<file path="config.mk">
export PLATFORM = sky130hd
export DESIGN_NAME = sequence_reorder_buffer_core
export DESIGN_NICKNAME = d
export VERILOG_FILES = /design/src/design/seqrob_pkg.sv /design/src/design/seqrob_ctrl.sv /design/src/design/seqrob_datapath.sv /design/src/design/sequence_reorder_buffer_core.sv
export SDC_FILE = /design/constraint.sdc
export NUM_CORES = 2
export LEC_CHECK = 0
export ABC_AREA = 1
export BUFFER_PORTS_ARGS = -buffer_cell sky130_fd_sc_hd__buf_2
export CAP_MARGIN = 20
export CORE_MARGIN = 3
export CORE_UTILIZATION = 50
export CTS_CLUSTER_DIAMETER = 100
export DETAILED_ROUTE_END_ITERATION = 8
export PLACE_DENSITY = 0.66
export SLEW_MARGIN = 20
export SYNTH_ARGS = -nofsm -noshare
export SYNTH_HDL_FRONTEND = slang
export SYNTH_HIERARCHICAL = 1
export SYNTH_SLANG_ARGS = --single-unit
</file>
<file path="constraint.sdc">
create_clock -name clk -period 10.8 [get_ports clk]
set_input_delay 2.16 -clock clk [delete_from_list [all_inputs] [get_ports clk]]
set_output_delay 2.16 -clock clk [all_outputs]
set_load 0.02 [all_outputs]
</file>
<file path="src/design/seqrob_pkg.sv">
// ----------------------------------------------------------------------------
// seqrob_pkg
// Shared types, codes and helpers for the sequence reorder buffer.
// ----------------------------------------------------------------------------
package seqrob_pkg;

    localparam int SEQ_W  = 32;
    localparam int TAG_W  = 16;
    localparam int TIME_W = 32;

    // op codes on the input request
    localparam logic OP_UNIT = 1'b0;
    localparam logic OP_TICK = 1'b1;

    typedef enum logic [1:0] {
        KIND_DELIVERED = 2'd0,
        KIND_DISCARDED = 2'd1,
        KIND_QUEUED    = 2'd2,
        KIND_REJECTED  = 2'd3
    } kind_t;

    typedef struct packed {
        logic              op;
        logic [SEQ_W-1:0]  seq;
        logic [TAG_W-1:0]  tag;
        logic [TIME_W-1:0] expiry;
        logic              ack_wanted;
        logic [TIME_W-1:0] now;
    } item_t;

    typedef struct packed {
        kind_t            kind;
        logic [SEQ_W-1:0] seq_res;
        logic [TAG_W-1:0] tag_res;
        logic             ack_due;
        logic             last;
    } result_t;

    typedef enum logic [2:0] {
        ST_IDLE        = 3'd0,
        ST_DECIDE      = 3'd1,
        ST_DRAIN_CHECK = 3'd2,
        ST_DRAIN_EMIT  = 3'd3,
        ST_SCAN        = 3'd4,
        ST_ARM         = 3'd5
    } state_t;

    // controller -> datapath
    typedef struct packed {
        logic capture;     // latch input request
        logic emit_input;  // result for the received unit, apply its update
        logic tick_jump;   // skip expected counter to the timer's unit
        logic disarm;      // drop the gap timer
        logic tag_read;    // read tag of head slot
        logic emit_slot;   // deliver head slot and advance
        logic scan_start;  // start search for earliest queued unit
        logic scan_step;   // next slot of the search
        logic exp_read;    // read expiry of found slot
        logic arm;         // arm timer from found slot
    } cmd_t;

    // datapath -> controller
    typedef struct packed {
        logic is_tick;
        logic timer_due;
        logic timer_slot_valid;
        logic recv_drains;
        logic head_valid;
        logic timer_armed;
        logic scan_hit;
        logic scan_done;
        logic out_free;
    } status_t;

    // timer fires at expiry minus one, saturating at zero
    function automatic logic [TIME_W-1:0] deadline_of(input logic [TIME_W-1:0] e);
        return (e == '0) ? '0 : e - 1'b1;
    endfunction

endpackage

</file>
<file path="src/design/seqrob_ctrl.sv">
// ----------------------------------------------------------------------------
// seqrob_ctrl
// Sequencer for the reorder buffer: classify, emit, drain, timer search.
// ----------------------------------------------------------------------------
module seqrob_ctrl (
    input  logic                clk,
    input  logic                rst_n,
    input  logic                item_valid,
    output logic                item_stall,
    input  seqrob_pkg::status_t status,
    output seqrob_pkg::cmd_t    cmd
);

    seqrob_pkg::state_t state_reg;
    seqrob_pkg::state_t state_next;

    always_ff @(posedge clk or negedge rst_n)
    begin
        if (!rst_n)
        begin
            state_reg <= seqrob_pkg::ST_IDLE;
        end
        else
        begin
            state_reg <= state_next;
        end
    end

    always_comb
    begin
        state_next = state_reg;
        cmd        = '0;
        item_stall = 1'b1;
        case (state_reg)
            seqrob_pkg::ST_IDLE:
            begin
                item_stall = 1'b0;
                if (item_valid)
                begin
                    cmd.capture = 1'b1;
                    state_next  = seqrob_pkg::ST_DECIDE;
                end
            end
            seqrob_pkg::ST_DECIDE:
            begin
                if (status.is_tick)
                begin
                    if (!status.timer_due)
                    begin
                        state_next = seqrob_pkg::ST_IDLE;
                    end
                    else if (!status.timer_slot_valid)
                    begin
                        cmd.disarm = 1'b1;
                        state_next = seqrob_pkg::ST_IDLE;
                    end
                    else
                    begin
                        cmd.tick_jump = 1'b1;
                        state_next    = seqrob_pkg::ST_DRAIN_CHECK;
                    end
                end
                else if (status.out_free)
                begin
                    cmd.emit_input = 1'b1;
                    state_next     = status.recv_drains ? seqrob_pkg::ST_DRAIN_CHECK
                                                        : seqrob_pkg::ST_IDLE;
                end
            end
            seqrob_pkg::ST_DRAIN_CHECK:
            begin
                if (status.head_valid)
                begin
                    cmd.tag_read = 1'b1;
                    state_next   = seqrob_pkg::ST_DRAIN_EMIT;
                end
                else if (!status.timer_armed)
                begin
                    cmd.scan_start = 1'b1;
                    state_next     = seqrob_pkg::ST_SCAN;
                end
                else
                begin
                    state_next = seqrob_pkg::ST_IDLE;
                end
            end
            seqrob_pkg::ST_DRAIN_EMIT:
            begin
                if (status.out_free)
                begin
                    cmd.emit_slot = 1'b1;
                    state_next    = seqrob_pkg::ST_DRAIN_CHECK;
                end
            end
            seqrob_pkg::ST_SCAN:
            begin
                if (status.scan_hit)
                begin
                    cmd.exp_read = 1'b1;
                    state_next   = seqrob_pkg::ST_ARM;
                end
                else if (status.scan_done)
                begin
                    state_next = seqrob_pkg::ST_IDLE;
                end
                else
                begin
                    cmd.scan_step = 1'b1;
                end
            end
            seqrob_pkg::ST_ARM:
            begin
                cmd.arm    = 1'b1;
                state_next = seqrob_pkg::ST_IDLE;
            end
            default:
            begin
                state_next = seqrob_pkg::ST_IDLE;
            end
        endcase
    end

endmodule

</file>
<file path="src/design/seqrob_datapath.sv">
// ----------------------------------------------------------------------------
// seqrob_datapath
// Counter, slot valid bits, tag/expiry stores, gap timer and result register.
// ----------------------------------------------------------------------------
module seqrob_datapath #(
    parameter int WINDOW   = 32,
    parameter int TAG_BITS = 16
) (
    input  logic                clk,
    input  logic                rst_n,
    input  seqrob_pkg::item_t   item,
    input  logic                result_stall,
    output logic                result_valid,
    output seqrob_pkg::result_t result,
    input  seqrob_pkg::cmd_t    cmd,
    output seqrob_pkg::status_t status
);

    localparam int IDX_W    = $clog2(WINDOW);
    localparam int TAG_KEEP = (TAG_BITS < seqrob_pkg::TAG_W) ? TAG_BITS : seqrob_pkg::TAG_W;
    localparam logic [IDX_W-1:0] IDX_LAST = IDX_W'(WINDOW - 1);
    localparam logic [IDX_W:0]   WIN_SUM  = (IDX_W + 1)'(WINDOW);
    localparam logic [seqrob_pkg::SEQ_W:0] WIN_EXT = (seqrob_pkg::SEQ_W + 1)'(WINDOW);

    // control state
    logic [seqrob_pkg::SEQ_W-1:0]  expected_reg, expected_next;
    logic [IDX_W-1:0]              exp_idx_reg, exp_idx_next;
    logic [WINDOW-1:0]             valid_reg, valid_next;
    logic                          timer_armed_reg, timer_armed_next;
    logic [seqrob_pkg::TIME_W-1:0] timer_deadline_reg, timer_deadline_next;
    logic [seqrob_pkg::SEQ_W-1:0]  timer_seq_reg, timer_seq_next;
    logic [IDX_W-1:0]              timer_idx_reg, timer_idx_next;
    logic                          result_valid_reg, result_valid_next;

    // payload
    seqrob_pkg::item_t             item_reg;
    seqrob_pkg::result_t           result_reg;
    logic [TAG_KEEP-1:0]           tag_mem [WINDOW];
    logic [seqrob_pkg::TIME_W-1:0] exp_mem [WINDOW];
    logic [TAG_KEEP-1:0]           tag_rd_reg;
    logic [seqrob_pkg::TIME_W-1:0] exp_rd_reg;
    logic [seqrob_pkg::SEQ_W-1:0]  scan_seq_reg;
    logic [IDX_W-1:0]              scan_idx_reg;
    logic [IDX_W-1:0]              scan_cnt_reg;

    // classification
    logic [seqrob_pkg::SEQ_W-1:0] seq_diff;
    logic [IDX_W:0]               in_sum;
    logic [IDX_W-1:0]             in_idx;
    logic                         seq_zero, seq_late, seq_hit, seq_far, slot_busy;
    logic [IDX_W-1:0]             exp_idx_step, exp_idx_adv, scan_idx_step;
    logic                         head_valid, more_after_adv;
    seqrob_pkg::kind_t            in_kind;
    logic                         do_queue, in_last;
    logic                         load;
    logic [seqrob_pkg::TAG_W-1:0] in_tag;

    assign seq_diff = item_reg.seq - expected_reg;
    assign in_sum   = {1'b0, exp_idx_reg} + {1'b0, seq_diff[IDX_W-1:0]};
    assign in_idx   = (in_sum >= WIN_SUM) ? IDX_W'(in_sum - WIN_SUM) : in_sum[IDX_W-1:0];

    assign seq_zero  = (item_reg.seq == '0);
    assign seq_late  = (item_reg.seq < expected_reg);
    assign seq_hit   = (item_reg.seq == expected_reg);
    assign seq_far   = ({1'b0, item_reg.seq} >= ({1'b0, expected_reg} + WIN_EXT));
    assign slot_busy = valid_reg[in_idx];

    // slot of expected+1; counter wrap lands on slot 0
    assign exp_idx_step   = (exp_idx_reg == IDX_LAST) ? '0 : exp_idx_reg + 1'b1;
    assign exp_idx_adv    = (expected_reg == '1) ? '0 : exp_idx_step;
    assign head_valid     = valid_reg[exp_idx_reg];
    assign more_after_adv = valid_reg[exp_idx_adv] && (exp_idx_adv != exp_idx_reg);
    assign scan_idx_step  = (scan_idx_reg == IDX_LAST) ? '0 : scan_idx_reg + 1'b1;

    assign in_tag = seqrob_pkg::TAG_W'(item_reg.tag[TAG_KEEP-1:0]);

    always_comb
    begin
        do_queue = 1'b0;
        in_last  = 1'b1;
        if (seq_zero)
        begin
            in_kind = seqrob_pkg::KIND_DELIVERED;
            in_last = !head_valid;
        end
        else if (seq_late)
        begin
            in_kind = seqrob_pkg::KIND_DISCARDED;
        end
        else if (seq_hit)
        begin
            in_kind = seqrob_pkg::KIND_DELIVERED;
            in_last = !more_after_adv;
        end
        else if (seq_far)
        begin
            in_kind = seqrob_pkg::KIND_REJECTED;
        end
        else if (slot_busy)
        begin
            in_kind = seqrob_pkg::KIND_DISCARDED;
        end
        else
        begin
            in_kind  = seqrob_pkg::KIND_QUEUED;
            do_queue = 1'b1;
        end
    end

    assign load = cmd.emit_input || cmd.emit_slot;

    always_comb
    begin
        status                  = '0;
        status.is_tick          = (item_reg.op == seqrob_pkg::OP_TICK);
        status.timer_due        = timer_armed_reg && (item_reg.now >= timer_deadline_reg);
        status.timer_slot_valid = valid_reg[timer_idx_reg];
        status.recv_drains      = seq_zero || seq_hit;
        status.head_valid       = head_valid;
        status.timer_armed      = timer_armed_reg;
        status.scan_hit         = valid_reg[scan_idx_reg];
        status.scan_done        = (scan_cnt_reg == IDX_LAST) || (scan_seq_reg == '1);
        status.out_free         = !result_valid_reg || !result_stall;
    end

    always_comb
    begin
        expected_next       = expected_reg;
        exp_idx_next        = exp_idx_reg;
        valid_next          = valid_reg;
        timer_armed_next    = timer_armed_reg;
        timer_deadline_next = timer_deadline_reg;
        timer_seq_next      = timer_seq_reg;
        timer_idx_next      = timer_idx_reg;
        result_valid_next   = load || (result_valid_reg && result_stall);

        if (cmd.emit_input)
        begin
            if (seq_hit && !seq_zero)
            begin
                expected_next = expected_reg + 1'b1;
                exp_idx_next  = exp_idx_adv;
            end
            if (do_queue)
            begin
                valid_next[in_idx] = 1'b1;
                if (!timer_armed_reg || (item_reg.seq < timer_seq_reg))
                begin
                    timer_armed_next    = 1'b1;
                    timer_seq_next      = item_reg.seq;
                    timer_idx_next      = in_idx;
                    timer_deadline_next = seqrob_pkg::deadline_of(item_reg.expiry);
                end
            end
        end

        if (cmd.disarm || cmd.tick_jump)
        begin
            timer_armed_next    = 1'b0;
            timer_deadline_next = '0;
        end

        if (cmd.tick_jump)
        begin
            expected_next = timer_seq_reg;
            exp_idx_next  = timer_idx_reg;
        end

        if (cmd.emit_slot)
        begin
            valid_next[exp_idx_reg] = 1'b0;
            timer_armed_next        = 1'b0;
            timer_deadline_next     = '0;
            expected_next           = expected_reg + 1'b1;
            exp_idx_next            = exp_idx_adv;
        end

        if (cmd.arm)
        begin
            timer_armed_next    = 1'b1;
            timer_seq_next      = scan_seq_reg;
            timer_idx_next      = scan_idx_reg;
            timer_deadline_next = seqrob_pkg::deadline_of(exp_rd_reg);
        end
    end

    always_ff @(posedge clk or negedge rst_n)
    begin
        if (!rst_n)
        begin
            expected_reg       <= seqrob_pkg::SEQ_W'(1);
            exp_idx_reg        <= IDX_W'(1);
            valid_reg          <= '0;
            timer_armed_reg    <= 1'b0;
            timer_deadline_reg <= '0;
            timer_seq_reg      <= '0;
            timer_idx_reg      <= '0;
            result_valid_reg   <= 1'b0;
        end
        else
        begin
            expected_reg       <= expected_next;
            exp_idx_reg        <= exp_idx_next;
            valid_reg          <= valid_next;
            timer_armed_reg    <= timer_armed_next;
            timer_deadline_reg <= timer_deadline_next;
            timer_seq_reg      <= timer_seq_next;
            timer_idx_reg      <= timer_idx_next;
            result_valid_reg   <= result_valid_next;
        end
    end

    always_ff @(posedge clk)
    begin
        if (cmd.capture)
        begin
            item_reg <= item;
        end
        if (cmd.emit_input && do_queue)
        begin
            tag_mem[in_idx] <= item_reg.tag[TAG_KEEP-1:0];
            exp_mem[in_idx] <= item_reg.expiry;
        end
        if (cmd.tag_read)
        begin
            tag_rd_reg <= tag_mem[exp_idx_reg];
        end
        if (cmd.exp_read)
        begin
            exp_rd_reg <= exp_mem[scan_idx_reg];
        end
        if (cmd.scan_start)
        begin
            scan_seq_reg <= expected_reg;
            scan_idx_reg <= exp_idx_reg;
            scan_cnt_reg <= '0;
        end
        else if (cmd.scan_step)
        begin
            scan_seq_reg <= scan_seq_reg + 1'b1;
            scan_idx_reg <= scan_idx_step;
            scan_cnt_reg <= scan_cnt_reg + 1'b1;
        end
        if (cmd.emit_input)
        begin
            result_reg.kind    <= in_kind;
            result_reg.seq_res <= item_reg.seq;
            result_reg.tag_res <= in_tag;
            result_reg.ack_due <= item_reg.ack_wanted;
            result_reg.last    <= in_last;
        end
        else if (cmd.emit_slot)
        begin
            result_reg.kind    <= seqrob_pkg::KIND_DELIVERED;
            result_reg.seq_res <= expected_reg;
            result_reg.tag_res <= seqrob_pkg::TAG_W'(tag_rd_reg);
            result_reg.ack_due <= 1'b0;
            result_reg.last    <= !more_after_adv;
        end
    end

    assign result_valid = result_valid_reg;
    assign result       = result_reg;

`ifndef NO_ASSERTIONS
    a_drain_slot_held: assert property (@(posedge clk) disable iff (!rst_n)
        cmd.emit_slot |-> valid_reg[exp_idx_reg])
        else $error("drain delivers an empty slot");

    a_timer_points_at_unit: assert property (@(posedge clk) disable iff (!rst_n)
        timer_armed_reg |-> valid_reg[timer_idx_reg])
        else $error("gap timer armed for an empty slot");

    a_head_index_range: assert property (@(posedge clk) disable iff (!rst_n)
        exp_idx_reg <= IDX_LAST)
        else $error("head slot index out of window");

    a_no_load_when_busy: assert property (@(posedge clk) disable iff (!rst_n)
        (result_valid_reg && result_stall) |-> !load)
        else $error("result overwritten while stalled");
`endif

endmodule

</file>
<file path="src/design/sequence_reorder_buffer_core.sv">
// ----------------------------------------------------------------------------
// sequence_reorder_buffer_core
// Flow: a request is captured, then classified and its result loaded; a
//   delivery adds a drain check, each drained unit a tag read and a result
//   load, and a timer search after a drain walks the window slot by slot.
//   Result stalls hold the flow.
// Reset: asynchronous, active low; expected sequence 1, no slots, timer idle.
// ----------------------------------------------------------------------------
//
// In-order resequencer with a gap timeout.
//
// Each request is either a received unit or a time tick. Units with sequence
// zero pass straight through. Late units and duplicates are discarded, the
// expected unit is delivered, and anything ahead of the counter inside the
// window is parked in slot (seq mod WINDOW). After any delivery the buffer
// drains slots that have become consecutive, one at a time (tag store
// read, then result load).
//
// The gap timer tracks the earliest parked unit. When a tick reaches its
// deadline (expiry minus one, saturating at zero) the counter jumps to that
// unit and the normal drain runs. When the timer is idle after a drain, the
// controller walks the window one slot per cycle from the expected slot to
// find the next earliest unit and reads its expiry from the expiry store.
//
// The slot index of the counter is carried alongside it, so no modulo of a
// signal is ever needed: incoming slots are head index plus offset, folded
// once, and a counter wrap to zero resets the head index to zero.
//
// The result register parts the two sides; a new request is taken only once
// the previous one's work, including any timer search, has finished.
//
module sequence_reorder_buffer_core #(
    parameter int WINDOW   = 32,
    parameter int TAG_BITS = 16
) (
    input  logic                clk,
    input  logic                rst_n,
    // received units and ticks
    input  logic                item_valid,
    output logic                item_stall,
    input  seqrob_pkg::item_t   item,
    // results
    output logic                result_valid,
    input  logic                result_stall,
    output seqrob_pkg::result_t result
);

    seqrob_pkg::cmd_t    cmd;
    seqrob_pkg::status_t status;

    // sequencer: owns the request handshake and orders the datapath steps
    seqrob_ctrl u_ctrl (
        .clk        (clk),
        .rst_n      (rst_n),
        .item_valid (item_valid),
        .item_stall (item_stall),
        .status     (status),
        .cmd        (cmd)
    );

    // datapath: counter, slot stores, timer and the result register
    seqrob_datapath #(
        .WINDOW   (WINDOW),
        .TAG_BITS (TAG_BITS)
    ) u_datapath (
        .clk          (clk),
        .rst_n        (rst_n),
        .item         (item),
        .result_stall (result_stall),
        .result_valid (result_valid),
        .result       (result),
        .cmd          (cmd),
        .status       (status)
    );

endmodule
</file>
* Yosys cells after proc, flatten, opt, wreduce, memory -nomap -nowiden
Memories as Yosys holds them, arrays and structs flattened. A register that Yosys moved wholly into a read port is not among the register bits. Index checks and enable logic that the tools add are counted.
Storage, ports and cells: bits in registers 351, memory bits (writable) 1536, word-level logic and storage cells 210, memories kept 2
Operators by class: $add $sub $neg 11, order comparisons 12, equal/unequal tests 16, mux-type cells 105, bitwise gates (word level) 3, reduce and logical (&&, ||, !) cells 38
Memory list:
- u_datapath.exp_mem | depth 32, bits a word 32, rd ports 1, clocked after Yosys merged registers in 1, write ports 1, line seqrob_datapath.sv:39 | logic [seqrob_pkg::TIME_W-1:0] exp_mem [WINDOW];
- u_datapath.tag_mem | depth 32, bits a word 16, rd ports 1, clocked after Yosys merged registers in 1, write ports 1, line seqrob_datapath.sv:38 | logic [TAG_KEEP-1:0] tag_mem [WINDOW];
Operators by type and width (number):
- 32-bit two-way mux | 21
- 52-bit two-way mux | 2
- 32-bit zero test | 3
- 5-bit two-way mux | 14
- 32-bit by 1-bit adder with 32-bit output (second input constant) | 2
- 32-bit == test (second input constant) | 2
- 32-bit < comparator | 2
- 32-bit by 1-bit subtractor with 32-bit output (second input constant) | 2
- 1-bit two-way mux | 40
- 32-bit by 6-bit adder with 33-bit output (second input constant) | 1
- 32-bit by 33-bit greater-or-equal comparator with 1-bit output | 1
- 32-bit bitwise AND | 1
- 32-bit == test | 1
- 32-bit greater-or-equal comparator | 1
- 32-bit inverter | 1
- 32-bit bitwise OR | 1
- 5-bit by 6-bit < comparator with 1-bit output (second input constant) | 5
- 3-bit two-way mux | 9
- 1-bit binary-select mux with 5-bit select | 5
- 2-bit two-way mux | 11
- 5-bit by 1-bit adder with 5-bit output (second input constant) | 3
- 5-bit == test (second input constant) | 3
- 3-bit one-hot mux with 5 select lines | 1
- 4-bit nonzero test | 3
- 22 further kinds | 50

* Longest topological paths before layout
depth after elaboration 16, mapped depth 26, depth with buffers taken out 25

* Hierarchy
Netlist, hierarchy kept.
By module, submodules not included:
- seqrob_datapath | instances 1, cells an instance 7188, area an instance 82908.3 µm², sequential area each 57267.4 µm²
- seqrob_ctrl | instances 1, cells an instance 54, area an instance 292.8 µm², sequential area each 75.1 µm²

* Least setup slack after synthesis
OpenSTA, ideal clock, no wires.
path type input -> register, start point input item_valid, end point register u_datapath.item_reg (netlist bit u_datapath/in_tag[0]) (enable), library setup time 0.589 ns, arrival 6.915 ns, setup slack 3.296 ns, cell stages on the path 2, path through inv_1 > nor2_1
RTL lines:
- from (decl) | line sequence_reorder_buffer_core.sv:39 | input logic item_valid,
- to (signal assigned) | line seqrob_datapath.sv:217 | item_reg <= item;
- to (decl) | line seqrob_datapath.sv:36 | seqrob_pkg::item_t item_reg;

* Final worst setup path
start point register u_datapath.exp_idx_reg[1], end point memory u_datapath/exp_mem[28][31] in the netlist's numbering (enable)
Between the ends: word-level cells in the longest chain between the ends 13
Ends and longest elaborated chain:
- from (decl) | line seqrob_datapath.sv:27 | logic [IDX_W-1:0] exp_idx_reg, exp_idx_next;
- from (signal assigned) | line seqrob_datapath.sv:203 | exp_idx_reg <= exp_idx_next;
- 5-bit by 5-bit adder with 6-bit output * | line seqrob_datapath.sv:59 | assign in_sum = {1'b0, exp_idx_reg} + {1'b0, seq_diff[IDX_W-1:0]};
- 5-bit by 1-bit subtractor with 5-bit output or 6-bit greater-or-equal comparator (tied branches) | line seqrob_datapath.sv:60 | assign in_idx = (in_sum >= WIN_SUM) ? IDX_W'(in_sum - WIN_SUM) : in_sum[IDX_W-1:0];
- 5-bit two-way mux * | line seqrob_datapath.sv:60
- 1-bit binary-select mux with 5-bit select | line seqrob_datapath.sv:66 | assign slot_busy = valid_reg[in_idx];
- 1-bit two-way mux (implied by the code) | line seqrob_datapath.sv:66
- 1-bit two-way mux | line seqrob_datapath.sv:99 | else if (slot_busy)
- 1-bit two-way mux | line seqrob_datapath.sv:95 | else if (seq_far)
- 1-bit two-way mux | line seqrob_datapath.sv:90 | else if (seq_hit)
- 1-bit two-way mux | line seqrob_datapath.sv:86 | else if (seq_late)
- 1-bit two-way mux | line seqrob_datapath.sv:81 | if (seq_zero)
- 1-bit logical AND | line seqrob_datapath.sv:219 | if (cmd.emit_input && do_queue)
- 1-bit two-way mux | line seqrob_datapath.sv:219
- 1-bit two-way mux (implied by the code) | line seqrob_datapath.sv:222 | exp_mem[in_idx] <= item_reg.expiry;
- to (decl) | line seqrob_datapath.sv:39
Mark *: on every way between the ends. The rest lies on a longest branch, timed or not. The select of a mux whose other input is x is not followed.

==> flow_summary.toml <==
[timing]
worst_pin_slew_ns = 1.069
hold_viol = 0
final-setup-viol-count = 0
min_period_ns = 6.351
min_period_over_period_pct = 58.81
slew_headroom_pct = 28.71
setup_tns_ns = 0
rsz0062_at_grt = "false"
fin_worst_skew_ns = 0.05753
holdWs_ns = 0.5084
fmax_mhz = 157.4
slew_viol_final = 0

[clock_network]
path_clk_slew_ns = 0.06
cts_tree = "built"
postCtsSetupBuffers = 0
clk_latency_ns = 0.86
post_cts_resized = 0
clkSinkCount = 1935
cts_max_level = 4
clk_path_buf_depth = 3
hold_buffers = 0
clock-root-buffer = "clkbuf_16"
cts_made_buffers = 198

[yosys]
netlist_area_um2 = 83200
synth_edf_count = 1787
ys_warn_count = 6
syn_inst = 7242
synthSimpleGateAreaFrac_pct = 11.85
synth_adder_area_share_pct = 2.169
synth-seq-cells = 1935
synthXorXnorAreaFrac_pct = 1.146
synth_mux_area_share_pct = 0
synth-main-ff-cell = "edfxtp_1"
ys_seq_area_share_pct = 68.92
synth-compound-area-share_pct = 12.42
avgSynthCellArea_um2 = 11.49
yosysUniqueCellTypes = 55
syn-num-nets = 7503
synthArstFlopShare_pct = 7.390
synth_top_family_by_area = "compound AO/OA/AOI/OAI gates"

[final_layout]
layout.nets = 7590
area_delta_synth_final_pct = 11.78
n_fill_cell = 13620
final_util_pct = 56.30
layout_common_cells = "1787 x edfxtp_1, 1193 x nor2_1, 1114 x o21ai_0"
final_common_cell = "edfxtp_1"
largest_reg_flops = 1024
post-route-cell-area_um2 = 93000
drive_gt1_share_pct = 8.864

[setup_path]
cp_slowest_cell = "nor2_4"
critPathMaxStageDelay_ns = 0.84
worst_ep_required_time_ns = 11.26
path_cells = "inv_4 -> fa_1 -> nor2_2 -> a21oi_1 -> nand2_1 -> nand2_1 -> nand2_1 -> nand2_1 -> nand2_1 -> nand2_1 -> nand2_1 -> nand3_2 -> nor2_4 -> nand2_1 -> nor2_4 -> buf_4"
cp-end-kind = "flop"
cp-start-kind = "flop"
cpMostUsedCell = "nand2_1"
cp_top_family = "simple AND/OR/NAND/NOR gates"
arrival_ns = 6.81
path_buf_inv = 2
worstSetupPathType = "flop to flop"
crit_fanout = 83

[die]
die_h_um = 413.9
rows = 149
die_w_um = 413.9
die-area_um2 = 171300
io_pins = 172
core_area_um2 = 165200
start_util_pct = 50.37

[route]
via_count = 58070
ant_nets = 0
avgRoutedWirePerCell_um = 24.38
post-route-drc-count = 0
firstDrtPassIters = 8
drt_iter0_markers = 7026
wl_mm = 236.3
vias_per_cell = 5.992

[global_routing]
grt_pass1_wl_mm = 349.4
grt_max_degree = 203
track_usage_pct = 27.15
grt_antenna_before_repair = 6
gr-total-overflow = 0
first_global_vias = 54870

[power_and_ir_drop]
power.total_mw = 22.79
power_density_nw_per_um2 = 245.1
p_leak_nw = 32.56
vdd_ir_drop_max_v = 0.0002085

[job]
maxCapViolations = 0

[placement]
portBuffers = 171
place_congestion = 0.9562
place_hpwl_mm = 136.5
placed_cell_area_um2 = 86300

[outcome]
status = "complete, no violations"

[worst_hold_path]
min_path_type = "flop to flop"
-- kinds of logic (layout without fill, tap and decap cells) --
kind of cell | after synthesis | in the layout
adders and majority gates | 143 | 143
and+or+nand+nor | 2450 | 2450
xor gates and xnor gates | 108 | 108
other | 0 | 1
buffers and inverters | 757 | 1017
AOI/OAI and AO/OA | 1849 | 1849
DFF | 1935 | 1935
-- power breakdown --
group / switching (mW) / internal, mW / total [mW]
sequential: 0.549 / 9.09 / 9.64
clock: 2.90 / 3.96 / 6.87
combinational: 4.56 / 1.72 / 6.28
-- tightest hold or removal path, delay by kind of cell (launching register included) --
family / cells / cell delay [ns]
AND/OR/NAND/NOR: 2 / 0.14
flip-flops: 1 / 0.34
-- cell usage after synthesis, types with 2 or more instances --
library cell     n  area, um2
a211oi_1         9      67.56
a21boi_0         2      15.01
a21oi_1        146      730.7
a221oi_1        10      87.58
a22oi_1          5      37.54
a31oi_1          2      12.51
and3_1           4      25.02
buf_1           31      116.4
buf_2            7      35.03
buf_4           11      82.58
buf_6            2      22.52
clkbuf_1       369       1385
clkinv_1         8      30.03
dfrtp_1        141       3528
dfstp_2          2      52.55
dfxtp_1          5      100.1
edfxtp_1      1787      53660
fa_1             2      40.04
ha_1           141       1764
inv_1          325       1220
inv_2            4      15.01
nand2_1        862       3236
nand2_2          2      12.51
nand2_4          2      22.52
nand3_1        227       1136
nand3b_1        15      112.6
nand4_1         56      350.3
nor2_1        1204       4519
nor2_4           2      22.52
nor3_1          46      230.2
nor4_1          15      93.84
o2111ai_1        2      17.52
o211a_1          4      40.04
o211ai_1        45      337.8
o21a_1           3      22.52
o21ai_0       1115       5580
o21ai_1          2      10.01
o21bai_1         3      22.52
o221ai_1        37      324.1
o22ai_1        413       2584
o32ai_1         46      402.9
or2_2           10      62.56
xnor2_1         25      219.0
xor2_1          82      718.2
-- final timing paths --
kind                                                    from                                 to  slack (ns)  depth (start not counted)
hold reg to reg            u_datapath/timer_deadline_reg[30]  u_datapath/timer_deadline_reg[30]        0.51                          2
setup / recovery                   u_datapath/exp_idx_reg[1]         u_datapath/exp_mem[28][31]        4.45                         16
setup reg to reg                   u_datapath/exp_idx_reg[1]         u_datapath/exp_mem[28][31]        4.45                         16
max in group asynchronous                              rst_n   u_datapath/timer_deadline_reg[8]        8.05                          2
hold / removal             u_datapath/timer_deadline_reg[30]  u_datapath/timer_deadline_reg[30]        0.51                          2
min in group asynchronous                              rst_n        u_datapath/expected_reg[30]        1.44                          1
-- metal layers --
metal	GRT usage (%)	vias to the layer above	part of all wire (%)
met3	4.760	426	9.0
met1	38.80	28570	42
met5	0	-	0.0076
li1	-	26360	-
met4	9.309	4	3.2
met2	42.23	2711	46
-- metrics by stage --
step	std cells	worst slack [ns]
after floorplan	7242	3.296
after global placement	9310	4.525
after detailed placement	9310	4.484
after CTS	9683	4.478
after global routing	9691	4.166
final	9692	4.449
-- layout make-up --
class	count	area [um2]	area share [%]
tap	2189	2739	2.945
inverter	337	1326	1.426
multi-input combinational	4550	23020	24.76
clock buffer	253	5296	5.695
sequential	1935	57350	61.67
timing repair buffer	307	1977	2.126
clock inverter	120	1286	1.383
antenna	1	2.502	0.002691
Note: power is estimated with default switching activity, not from simulation.
